**config.mk**
```make
export PLATFORM = sky130hd
export DESIGN_NAME = rpn_stack_calculator
export DESIGN_NICKNAME = d
export VERILOG_FILES = /design/src/rsc_pkg.sv /design/src/rpn_stack_calculator.sv /design/src/rsc_ram.sv /design/src/rsc_divider.sv /design/src/rsc_datapath.sv /design/src/rsc_controller.sv
export SDC_FILE = /design/constraint.sdc
export NUM_CORES = 2
export LEC_CHECK = 0
export ABC_AREA = 1
export BUFFER_PORTS_ARGS = -buffer_cell sky130_fd_sc_hd__buf_2
export CAP_MARGIN = 30
export CORE_MARGIN = 2
export CORE_UTILIZATION = 30
export CTS_CLUSTER_DIAMETER = 150
export DETAILED_ROUTE_END_ITERATION = 6
export PLACE_DENSITY = 0.54
export SLEW_MARGIN = 20
export SYNTH_ARGS = -nofsm -noshare
export SYNTH_HDL_FRONTEND = slang
export SYNTH_SLANG_ARGS = --single-unit
```
**constraint.sdc**
```tcl
create_clock -name clk -period 19.85 [get_ports clk]
set_clock_uncertainty 0.1 [all_clocks]
set_input_delay 0.9925 -clock clk [delete_from_list [all_inputs] [get_ports clk]]
set_output_delay 0.9925 -clock clk [all_outputs]
set_load 0.005 [all_outputs]
```
**src/rsc_pkg.sv**
```systemverilog
// ----------------------------------------------------------------------------
// rsc_pkg
// Shared constants, codes and controller/datapath interface types for the
// stack calculator.
// ----------------------------------------------------------------------------
package rsc_pkg;

  localparam int STACK_DEPTH = 16;
  localparam int DATA_W      = 32;
  localparam int DEPTH_W     = 5;
  localparam int AW          = (STACK_DEPTH > 1) ? $clog2(STACK_DEPTH) : 1;
  localparam int CNT_W       = $clog2(STACK_DEPTH + 1);
  localparam int DIV_CNT_W   = $clog2(DATA_W + 1);

  localparam logic [DATA_W-1:0] INT_MIN = {1'b1, {(DATA_W-1){1'b0}}};

  typedef enum logic [2:0] {
    K_PUSH  = 3'd0,
    K_POP   = 3'd1,
    K_ADD   = 3'd2,
    K_SUB   = 3'd3,
    K_MUL   = 3'd4,
    K_DIV   = 3'd5,
    K_SWAP  = 3'd6,
    K_CLEAR = 3'd7
  } kind_t;

  typedef enum logic [1:0] {
    ST_OK    = 2'd0,
    ST_UNDER = 2'd1,
    ST_OVER  = 2'd2,
    ST_DIVZ  = 2'd3
  } status_t;

  // Which stack slot a write goes to.
  typedef enum logic [1:0] {
    WR_NONE = 2'd0,
    WR_PUSH = 2'd1,  // slot at the fill count, grows the stack
    WR_LOW  = 2'd2,  // second entry from the top
    WR_HIGH = 2'd3   // top entry
  } wr_sel_t;

  typedef struct packed {
    kind_t   op;
    logic    cap_in;
    logic    rd_en;
    logic    cap_b;
    logic    load_top_rd;
    logic    cap_pop;
    logic    mul_go;
    logic    div_start;
    wr_sel_t wr_sel;
    logic    cnt_dec;
    logic    cnt_clr;
    logic    out_ld;
    logic    show_pop;
    status_t out_status;
  } rsc_cmd_t;

  typedef struct packed {
    logic empty;
    logic full;
    logic lt2;
    logic top_zero;
    logic div_done;
    logic out_free;
  } rsc_stat_t;

endpackage

```
**src/rpn_stack_calculator.sv**
```systemverilog
// ----------------------------------------------------------------------------
// rpn_stack_calculator
// Bounded stack of 32-bit integers driven by one operation per input beat.
// ----------------------------------------------------------------------------
// One item is worked on at a time and every input beat yields exactly one
// output beat. Push, clear and rejected operations go from decode straight to
// output; pop adds a stack read, add and subtract a read and one write-back,
// multiply a read, a multiply step and one write-back, swap a read and two
// write-backs, and divide a read, the divider run and two write-backs. The
// entries sit in a RAM with one write port and one registered read port, so
// each operation reads at most one entry besides the cached top. A finished
// result waits in the output register; a new item is taken while it waits,
// and only the final hand-off stalls on m_tready.
module rpn_stack_calculator import rsc_pkg::*; (
  input  logic        clk,
  input  logic        rst,
  input  logic        s_tvalid,
  output logic        s_tready,
  input  logic [31:0] s_tdata,   // [31:0] operand
  input  logic [2:0]  s_tuser,   // [2:0] kind
  output logic        m_tvalid,
  input  logic        m_tready,
  output logic [39:0] m_tdata,   // [31:0] top_or_popped, [36:32] depth, zero pad
  output logic [1:0]  m_tuser    // [1:0] status
);

  rsc_cmd_t           cmd;
  rsc_stat_t          stat;
  logic [DATA_W-1:0]  out_data;
  status_t            out_status;
  logic [DEPTH_W-1:0] out_depth;

  rsc_controller u_ctrl (
    .clk     (clk),
    .rst     (rst),
    .in_valid(s_tvalid),
    .in_ready(s_tready),
    .kind_in (kind_t'(s_tuser)),
    .stat    (stat),
    .cmd     (cmd)
  );

  rsc_datapath u_dp (
    .clk       (clk),
    .rst       (rst),
    .cmd       (cmd),
    .stat      (stat),
    .operand_in(s_tdata),
    .out_valid (m_tvalid),
    .out_ready (m_tready),
    .out_data  (out_data),
    .out_status(out_status),
    .out_depth (out_depth)
  );

  assign m_tdata = {3'b000, out_depth, out_data};
  assign m_tuser = out_status;

  // An accepted beat always leaves the block busy, so s_tready drops after it.
  a_busy_after_accept: assert property (@(posedge clk) disable iff (rst)
    (s_tvalid && s_tready) |=> !s_tready)
    else $error("input accepted on two consecutive cycles");

  // Overflow is only reported with the stack at full depth.
  a_over_at_full: assert property (@(posedge clk) disable iff (rst)
    (m_tvalid && m_tuser == ST_OVER) |-> (m_tdata[36:32] == DEPTH_W'(STACK_DEPTH)))
    else $error("overflow reported below full depth");

  // A waiting output beat holds still until it is taken.
  a_out_stable: assert property (@(posedge clk) disable iff (rst)
    (m_tvalid && !m_tready) |=> (m_tvalid && $stable(m_tdata) && $stable(m_tuser)))
    else $error("output beat changed while stalled");

endmodule

```
**src/rsc_ram.sv**
```systemverilog
// ----------------------------------------------------------------------------
// rsc_ram
// Generic single-write, single-read RAM with a registered read port.
// ----------------------------------------------------------------------------
module rsc_ram #(
  parameter int WIDTH = 32,
  parameter int DEPTH = 16
) (
  input  logic                                        clk,
  input  logic                                        we,
  input  logic [((DEPTH > 1) ? $clog2(DEPTH) : 1)-1:0] waddr,
  input  logic [WIDTH-1:0]                            wdata,
  input  logic                                        re,
  input  logic [((DEPTH > 1) ? $clog2(DEPTH) : 1)-1:0] raddr,
  output logic [WIDTH-1:0]                            rdata
);

  logic [WIDTH-1:0] mem [DEPTH];

  always_ff @(posedge clk) begin
    if (we) begin
      mem[waddr] <= wdata;
    end
    if (re) begin
      rdata <= mem[raddr];
    end
  end

endmodule

```
**src/rsc_divider.sv**
```systemverilog
// ----------------------------------------------------------------------------
// rsc_divider
// Iterative restoring divider, one quotient bit per cycle, with truncating
// signed correction applied to the magnitudes at the output.
// ----------------------------------------------------------------------------
module rsc_divider import rsc_pkg::*; (
  input  logic              clk,
  input  logic              rst,
  input  logic              start,
  input  logic [DATA_W-1:0] num,
  input  logic [DATA_W-1:0] den,
  output logic              done,
  output logic [DATA_W-1:0] quo,
  output logic [DATA_W-1:0] rem
);

  logic                 busy;
  logic [DIV_CNT_W-1:0] steps;
  logic [DATA_W-1:0]    q;
  logic [DATA_W-1:0]    r;
  logic [DATA_W-1:0]    dmag;
  logic                 qneg;
  logic                 rneg;
  logic [DATA_W:0]      sh;
  logic [DATA_W:0]      diff;
  logic                 ge;

  assign sh   = {r, q[DATA_W-1]};
  assign diff = sh - {1'b0, dmag};
  assign ge   = !diff[DATA_W];

  always_ff @(posedge clk) begin
    if (rst) begin
      busy  <= 1'b0;
      done  <= 1'b0;
      steps <= '0;
    end else begin
      done <= busy && (steps == DIV_CNT_W'(1));
      if (start) begin
        busy  <= 1'b1;
        steps <= DIV_CNT_W'(DATA_W);
      end else if (busy) begin
        steps <= steps - DIV_CNT_W'(1);
        if (steps == DIV_CNT_W'(1)) begin
          busy <= 1'b0;
        end
      end
    end
  end

  always_ff @(posedge clk) begin
    if (start) begin
      q    <= num[DATA_W-1] ? (~num + DATA_W'(1)) : num;
      r    <= '0;
      dmag <= den[DATA_W-1] ? (~den + DATA_W'(1)) : den;
      qneg <= num[DATA_W-1] ^ den[DATA_W-1];
      rneg <= num[DATA_W-1];
    end else if (busy) begin
      q <= {q[DATA_W-2:0], ge};
      r <= ge ? diff[DATA_W-1:0] : sh[DATA_W-1:0];
    end
  end

  // The most negative value over minus one wraps back to itself here.
  assign quo = qneg ? (~q + DATA_W'(1)) : q;
  assign rem = rneg ? (~r + DATA_W'(1)) : r;

endmodule

```
**src/rsc_datapath.sv**
```systemverilog
// ----------------------------------------------------------------------------
// rsc_datapath
// Stack storage, cached top entry, fill count, arithmetic units and the
// output register.
// ----------------------------------------------------------------------------
module rsc_datapath import rsc_pkg::*; (
  input  logic               clk,
  input  logic               rst,
  input  rsc_cmd_t           cmd,
  output rsc_stat_t          stat,
  input  logic [DATA_W-1:0]  operand_in,
  output logic               out_valid,
  input  logic               out_ready,
  output logic [DATA_W-1:0]  out_data,
  output status_t            out_status,
  output logic [DEPTH_W-1:0] out_depth
);

  logic [CNT_W-1:0]  cnt;
  logic [DATA_W-1:0] operand_q;
  logic [DATA_W-1:0] top_q;
  logic [DATA_W-1:0] opb_q;
  logic [DATA_W-1:0] popped_q;
  logic [DATA_W-1:0] prod_q;
  logic [DATA_W-1:0] low_val;
  logic [DATA_W-1:0] high_val;
  logic [DATA_W-1:0] wdata;
  logic [AW-1:0]     waddr;
  logic [AW-1:0]     raddr;
  logic [DATA_W-1:0] rdata;
  logic              we;
  logic              div_done;
  logic [DATA_W-1:0] quo;
  logic [DATA_W-1:0] rem;

  assign stat.empty    = (cnt == '0);
  assign stat.full     = (cnt == CNT_W'(STACK_DEPTH));
  assign stat.lt2      = (cnt < CNT_W'(2));
  assign stat.top_zero = (top_q == '0);
  assign stat.div_done = div_done;
  assign stat.out_free = !out_valid || out_ready;

  always_comb begin
    case (cmd.op)
      K_ADD:   low_val = opb_q + top_q;
      K_SUB:   low_val = opb_q - top_q;
      K_MUL:   low_val = prod_q;
      K_DIV:   low_val = rem;
      default: low_val = top_q;
    endcase
    high_val = (cmd.op == K_DIV) ? quo : opb_q;
  end

  always_comb begin
    we    = (cmd.wr_sel != WR_NONE);
    raddr = AW'(cnt - CNT_W'(2));
    unique case (cmd.wr_sel)
      WR_PUSH: begin
        waddr = AW'(cnt);
        wdata = operand_q;
      end
      WR_LOW: begin
        waddr = AW'(cnt - CNT_W'(2));
        wdata = low_val;
      end
      WR_HIGH: begin
        waddr = AW'(cnt - CNT_W'(1));
        wdata = high_val;
      end
      default: begin
        waddr = AW'(cnt);
        wdata = operand_q;
      end
    endcase
  end

  rsc_ram #(
    .WIDTH(DATA_W),
    .DEPTH(STACK_DEPTH)
  ) u_ram (
    .clk  (clk),
    .we   (we),
    .waddr(waddr),
    .wdata(wdata),
    .re   (cmd.rd_en),
    .raddr(raddr),
    .rdata(rdata)
  );

  rsc_divider u_div (
    .clk  (clk),
    .rst  (rst),
    .start(cmd.div_start),
    .num  (opb_q),
    .den  (top_q),
    .done (div_done),
    .quo  (quo),
    .rem  (rem)
  );

  always_ff @(posedge clk) begin
    if (rst) begin
      cnt       <= '0;
      out_valid <= 1'b0;
    end else begin
      if (cmd.cnt_clr) begin
        cnt <= '0;
      end else if (cmd.wr_sel == WR_PUSH) begin
        cnt <= cnt + CNT_W'(1);
      end else if (cmd.cnt_dec) begin
        cnt <= cnt - CNT_W'(1);
      end
      if (cmd.out_ld) begin
        out_valid <= 1'b1;
      end else if (out_ready) begin
        out_valid <= 1'b0;
      end
    end
  end

  // The top entry is cached so that most operations need only one read.
  always_ff @(posedge clk) begin
    if (cmd.cap_in) begin
      operand_q <= operand_in;
    end
    if (cmd.cap_b) begin
      opb_q <= rdata;
    end
    if (cmd.cap_pop) begin
      popped_q <= stat.empty ? INT_MIN : top_q;
    end
    if (cmd.mul_go) begin
      prod_q <= DATA_W'(top_q * opb_q);
    end
    if (cmd.load_top_rd) begin
      top_q <= rdata;
    end else if (we) begin
      top_q <= (cmd.wr_sel == WR_LOW) ? low_val : wdata;
    end
    if (cmd.out_ld) begin
      out_data   <= cmd.show_pop ? popped_q : (stat.empty ? '0 : top_q);
      out_status <= cmd.out_status;
      out_depth  <= DEPTH_W'(cnt);
    end
  end

endmodule

```
**src/rsc_controller.sv**
```systemverilog
// ----------------------------------------------------------------------------
// rsc_controller
// Operation sequencer: decodes each item and steps the datapath through
// reads, arithmetic and write-back.
// ----------------------------------------------------------------------------
module rsc_controller import rsc_pkg::*; (
  input  logic      clk,
  input  logic      rst,
  input  logic      in_valid,
  output logic      in_ready,
  input  kind_t     kind_in,
  input  rsc_stat_t stat,
  output rsc_cmd_t  cmd
);

  typedef enum logic [8:0] {
    S_IDLE    = 9'b000000001,
    S_DECODE  = 9'b000000010,
    S_RD_WAIT = 9'b000000100,
    S_MUL     = 9'b000001000,
    S_DSTART  = 9'b000010000,
    S_DIV     = 9'b000100000,
    S_WR1     = 9'b001000000,
    S_WR2     = 9'b010000000,
    S_OUT     = 9'b100000000
  } state_t;

  state_t  state;
  state_t  state_next;
  kind_t   kind_q;
  status_t status_q;
  status_t status_next;

  assign in_ready = (state == S_IDLE);

  always_comb begin
    state_next      = state;
    status_next     = status_q;
    cmd             = '0;
    cmd.op          = kind_q;
    cmd.wr_sel      = WR_NONE;
    cmd.out_status  = status_q;
    cmd.show_pop    = (kind_q == K_POP);
    unique case (state)
      S_IDLE: begin
        if (in_valid) begin
          cmd.cap_in  = 1'b1;
          status_next = ST_OK;
          state_next  = S_DECODE;
        end
      end
      S_DECODE: begin
        state_next = S_OUT;
        case (kind_q)
          K_PUSH: begin
            if (stat.full) begin
              status_next = ST_OVER;
            end else begin
              cmd.wr_sel = WR_PUSH;
            end
          end
          K_POP: begin
            cmd.cap_pop = 1'b1;
            if (stat.empty) begin
              status_next = ST_UNDER;
            end else begin
              cmd.cnt_dec = 1'b1;
              cmd.rd_en   = 1'b1;
              state_next  = S_RD_WAIT;
            end
          end
          K_CLEAR: begin
            cmd.cnt_clr = 1'b1;
          end
          default: begin
            if (stat.lt2) begin
              status_next = ST_UNDER;
            end else if (kind_q == K_DIV && stat.top_zero) begin
              status_next = ST_DIVZ;
            end else begin
              cmd.rd_en  = 1'b1;
              state_next = S_RD_WAIT;
            end
          end
        endcase
      end
      S_RD_WAIT: begin
        if (kind_q == K_POP) begin
          cmd.load_top_rd = 1'b1;
          state_next      = S_OUT;
        end else begin
          cmd.cap_b = 1'b1;
          case (kind_q)
            K_MUL:   state_next = S_MUL;
            K_DIV:   state_next = S_DSTART;
            default: state_next = S_WR1;
          endcase
        end
      end
      S_MUL: begin
        cmd.mul_go = 1'b1;
        state_next = S_WR1;
      end
      S_DSTART: begin
        cmd.div_start = 1'b1;
        state_next    = S_DIV;
      end
      S_DIV: begin
        if (stat.div_done) begin
          state_next = S_WR1;
        end
      end
      S_WR1: begin
        cmd.wr_sel = WR_LOW;
        if (kind_q == K_ADD || kind_q == K_SUB || kind_q == K_MUL) begin
          cmd.cnt_dec = 1'b1;
          state_next  = S_OUT;
        end else begin
          state_next = S_WR2;
        end
      end
      S_WR2: begin
        cmd.wr_sel = WR_HIGH;
        state_next = S_OUT;
      end
      S_OUT: begin
        if (stat.out_free) begin
          cmd.out_ld = 1'b1;
          state_next = S_IDLE;
        end
      end
      default: begin
        state_next = S_IDLE;
      end
    endcase
  end

  always_ff @(posedge clk) begin
    if (rst) begin
      state <= S_IDLE;
    end else begin
      state <= state_next;
    end
  end

  always_ff @(posedge clk) begin
    status_q <= status_next;
    if (cmd.cap_in) begin
      kind_q <= kind_in;
    end
  end

endmodule

```
Word level (Yosys, flattened, before mapping)
Memory sizes are Yosys's and may differ from the RTL's. A register that Yosys moved wholly into a read port is not among the register bits.
Cells that the tools add are included.
{"block": "op_classes", "bitwise_logic": 5, "mux": 68, "multipliers": 1, "n_lt_le_gt_ge": 1, "reduce_logical": 21, "n_addsub": 11, "n_eq_ne": 27}
{"cell": "$mux W32", "count": 12}
{"cell": "$add A32 B1 Y32 const B", "count": 4}
{"cell": "$not A32 Y32", "count": 4}
{"cell": "$pmux W32 S4", "count": 1}
{"cell": "$pmux W9 S9", "count": 1}
{"cell": "$mux W9", "count": 8}
{"cell": "$pmux W32 S2", "count": 1}
{"cell": "$sub A33 B32 Y33", "count": 1}
{"cell": "$add A32 B32 Y32", "count": 1}
{"cell": "$logic_not A32 Y1", "count": 1}
{"cell": "$mul A32 B32 Y32", "count": 1}
{"cell": "$sub A32 B32 Y32", "count": 1}
{"cell": "$mux W31", "count": 1}
{"cell": "$mux W1", "count": 26}
{"cell": "$pmux W9 S2", "count": 1}
{"cell": "$pmux W7 S2", "count": 1}
{"cell": "$mux W2", "count": 6}
{"cell": "$mux W6", "count": 2}
{"cell": "$pmux W2 S3", "count": 2}
{"cell": "$reduce_bool A2 Y1", "count": 6}
{"cell": "$mux W5", "count": 2}
{"cell": "$eq A3 B3 Y1 const B", "count": 3}
{"cell": "$eq A9 B1 Y1 const B", "count": 1}
{"cell": "$eq A9 B2 Y1 const B", "count": 1}
{"cell": "34 further kinds", "count": 46}
{"block": "totals", "input_bits": 39, "n_memories": 1, "out_inout_bits": 44, "reg_bits": 325, "ramBits": 512, "elab_cells": 158}
{"name": "u_dp.u_ram.mem", "words": 16, "word_bits": 32, "rd": 1, "rd_clocked_by_memory_dff": 1, "wr": 1, "line": "rsc_ram.sv:18", "text": "logic [WIDTH-1:0] mem [DEPTH];"}

Depth between registers and ports, before layout
{"block": "depth", "word_depth": 9, "mapped_depth": 34, "ltp_nobuf": 32}

By module
A second synthesis with hierarchy kept.
{"block": "hier_totals", "cells_unflattened": 7652, "hier_area_um2": 63324.5}
{"mod": "rsc_datapath", "cells_per_inst": 3796, "area_each_um2": 29311.9, "n_inst": 1, "seq_area_each_um2": 6095.8}
{"mod": "rsc_ram", "cells_per_inst": 2122, "area_each_um2": 23065.9, "n_inst": 1, "seq_area_each_um2": 16335.7}
{"mod": "rsc_divider", "cells_per_inst": 1586, "area_each_um2": 9954.5, "n_inst": 1, "seq_area_each_um2": 2782.7}
{"mod": "rsc_controller", "cells_per_inst": 144, "area_each_um2": 965.9, "n_inst": 1, "seq_area_each_um2": 330.3}
{"mod": "rpn_stack_calculator", "cells_per_inst": 4, "area_each_um2": 26.3, "n_inst": 1, "seq_area_each_um2": 0.0}

Worst setup path before layout
Ideal clock, no wire load.
{"block": "synth_path", "kind": "register -> register", "start": "register u_dp.opb_q[5]", "end": "register u_dp.prod_q[27] (data pin)", "path_buffers": 2, "arrival_ns": 6.434, "slack_ns": 13.051, "setup_time_ns": 0.265, "period_less_slack_ns": 6.799, "required_time_ns": 19.485, "stages_incl_launch_ff": 27, "cell_sequence": "edfxtp_1 clkbuf_1 buf_1 nand2_1 inv_1 fa_1 fa_1 fa_1 inv_1 fa_1 inv_1 fa_1 inv_1 fa_1 inv_1 fa_1 fa_1 ha_1 nand2_1 nor2_1 inv_1 nor3_1 nand4_1 nand3_1 a21oi_1 o21ai_0 xor2_1"}
{"block": "synth_via", "elab_chain_cells": 1}
{"element": "start: declaration", "line": "rsc_datapath.sv:22", "text": "logic [DATA_W-1:0] opb_q;"}
{"element": "start signal: assignment", "line": "rsc_datapath.sv:127", "text": "opb_q <= rdata;"}
{"element": "$mul A32 B32 Y32", "line": "rsc_datapath.sv:133", "text": "prod_q <= DATA_W'(top_q * opb_q);"}
{"element": "end signal: assignment", "line": "rsc_datapath.sv:133"}
{"element": "end: declaration", "line": "rsc_datapath.sv:24", "text": "logic [DATA_W-1:0] prod_q;"}
Every way passes these cells.
A chain may end at the register's enable or synchronous reset.

Worst setup path after layout
{"block": "layout_path", "start": "register u_dp.opb_q[20]", "end": "register u_dp.prod_q[31] (data pin)"}
Same word-level chain as after synthesis.

==> results.ini <==
[die]
coreArea_mm2=0.200
die_x_um=453
rows=164
ios=83
chipHeight_um=453
dieArea_mm2=0.205
start_util_pct=30.2

[detailed_routing]
dr.first_iter.drc_count=4761
wl_per_cell_um=22.3
routed_wl_um=215000
detail-route-antenna-nets=0
avgViaCountPerCell=5.02
via_count=48500
drt_pass1_iterations=6
drc_errors=0

[power]
p_per_area_mw_per_mm2=74.4
power_mw=5.01
peakVddDrop_mv=0.0744
p_leak_nw=29.8

[clock_tree]
cts_root_buf=clkbuf_16
cts_hold_buf=0
numCtsBuffers=100
cts_buffer_depth=3
clkLatencyLatePin_ns=0.77
clk_pin_slew_ns=0.06
ctsHtreeMaxLevel=3
cts_resized=0
cts_tree=built
clock-sinks=869
postCtsSetupRepairBufs=0

[worst_setup_path]
critPathRequiredTime_ns=20.20
end_kind=flop
crit_path_start_kind=flop
cp.arrival_ns=7.88
cp_max_fo=17
critPathKind=flop to flop

[placement]
place_hpwl_um=154000
gp_congestion=0.987
dpl-instance-area_mm2=0.0640
io_buffers=79

[synth]
yosysWarnings=0
syn_inst=6934
synth_cell_types=58
synthFlopType=edfxtp_1
yosys.area.top_type=edfxtp_1
yosysSeqAreaShare_pct=42.2
yosys_register_bits=869
avgSynthCellArea_um2=8.72
synth_area_mm2=0.0605
synth.area.top_cells=edfxtp_1, fa_1, nand2_1
netlist.area_leader.share_pct=40.4
synthArstFlopShare_pct=0
synth-edff-count=814

[cells_and_area]
largest_register_ffs=512
layout_common_cells=nand2_1, inv_1, edfxtp_1, nor2_1, o21ai_0
post-route-util_pct=33.6
area_growth_pct=11.2
layout-drive-gt1-share_pct=6.61
stdcell_area_mm2=0.0673
fillers=20600
num-nets-final=7557
final_common_cell=nand2_1
regMostFlops=u_dp.u_ram.mem

[flow_run]
maxCapViolations=0

[timing]
max_freq_mhz=133
finalHoldViolCount=0
finalSetupViolCount=0
tightestPinTransition_ns=1.09
rsz0062_at_grt=false
slew_headroom_pct=26.5
finalCritPeriodShare_pct=37.9
tns_ns=0
hold_slack_ns=0.295
layout_min_cycle_time_ns=7.53
drv_slew=0

[run_status]
status=finished clean

[global_route]
track_usage_pct=20.8
grt_pass1_vias=47900
grt_max_degree=103
grt_pass1_wl_um=317000
grt_overflow=0
antenna_found_initial=9

[min_path]
hold_path_class=primary input to flop

==> layout make-up <==
cell class / instances / area (um^2) / share of cell area, %
Tap cell: 2656 / 3320 / 4.94
Sequential cell: 869 / 25600 / 38.0
Antenna cell: 5 / 12.5 / 0.0186
Multi-Input combinational cell: 4546 / 29300 / 43.5
Timing Repair Buffer: 207 / 1430 / 2.13
Clock inverter: 55 / 527 / 0.783
Inverter: 1186 / 4460 / 6.64
Clock buffer: 131 / 2690 / 4.00
==> layer usage <==
layer | share of wire, % | track usage, % | up-vias
met5 | 0.0079 | 0 | -
met4 | 6.8 | 12.5 | 2
met3 | 6.2 | 2.59 | 412
met2 | 46 | 33.1 | 1791
met1 | 41 | 26.9 | 24000
li1 | - | - | 22300
==> worst max-delay path: stages, from the launching register on <==
cell	delay [ns]
edfxtp_1	1.05
nand2_1	0.19
fa_1	0.58
inv_1	0.06
fa_1	0.47
inv_1	0.05
fa_1	0.50
inv_1	0.06
fa_1	0.53
inv_1	0.05
fa_1	0.47
fa_1	0.51
inv_1	0.05
fa_1	0.54
fa_1	0.43
ha_1	0.44
inv_1	0.13
nor3_1	0.34
nand2_1	0.09
inv_1	0.09
nand2_1	0.05
o211ai_1	0.29
nand3b_1	0.16
nand2_1	0.06
==> synth_stat cells, types with 59 or more instances <==
cell type  instances
ha_1             198
edfxtp_1         814
o21ai_0          475
buf_2             59
fa_1             410
nor2_1           648
nand3_1          314
xor2_1            99
nand2_1         1669
inv_1           1166
o221ai_1          91
clkbuf_1         203
a21oi_1          217
==> logic make-up after synthesis <==
family / synth area share [%]
and+or+nand+nor: 19.1
DFF: 42.2
adders and majority gates: 17.7
AOI/OAI and AO/OA: 9.33
buffers and inverters: 9.73
other: 0.00620
xor gates and xnor gates: 1.93
==> final timing paths <==
check / depth (start not counted) / startpoint / endpoint / slack (ns)
setup / recovery: 23 / u_dp.opb_q[20] / u_dp.prod_q[31] / 12.32
hold / removal: 1 / s_tuser[0] / u_ctrl.kind_q[0] / 0.29
setup reg to reg: 23 / u_dp.opb_q[20] / u_dp.prod_q[31] / 12.32
hold reg to reg: 0 / u_ctrl.status_q[1] / u_dp.out_status[1] / 0.33
==> where the power goes <==
group / switching (mW) / leakage, nW / internal (mW)
clock network: 0.802 / 1.56 / 1.01
registers: 0.0327 / 7.86 / 2.09
logic: 0.731 / 20.4 / 0.341
==> per-stage QoR <==
stage,setup WS [ns],cells
detailed placement,12.38,9461
floorplan,13.05,6936
global route,11.96,9655
finish,12.32,9655
global placement,12.31,9456
CTS,12.32,9647
Power figures use the tool's default switching activity.
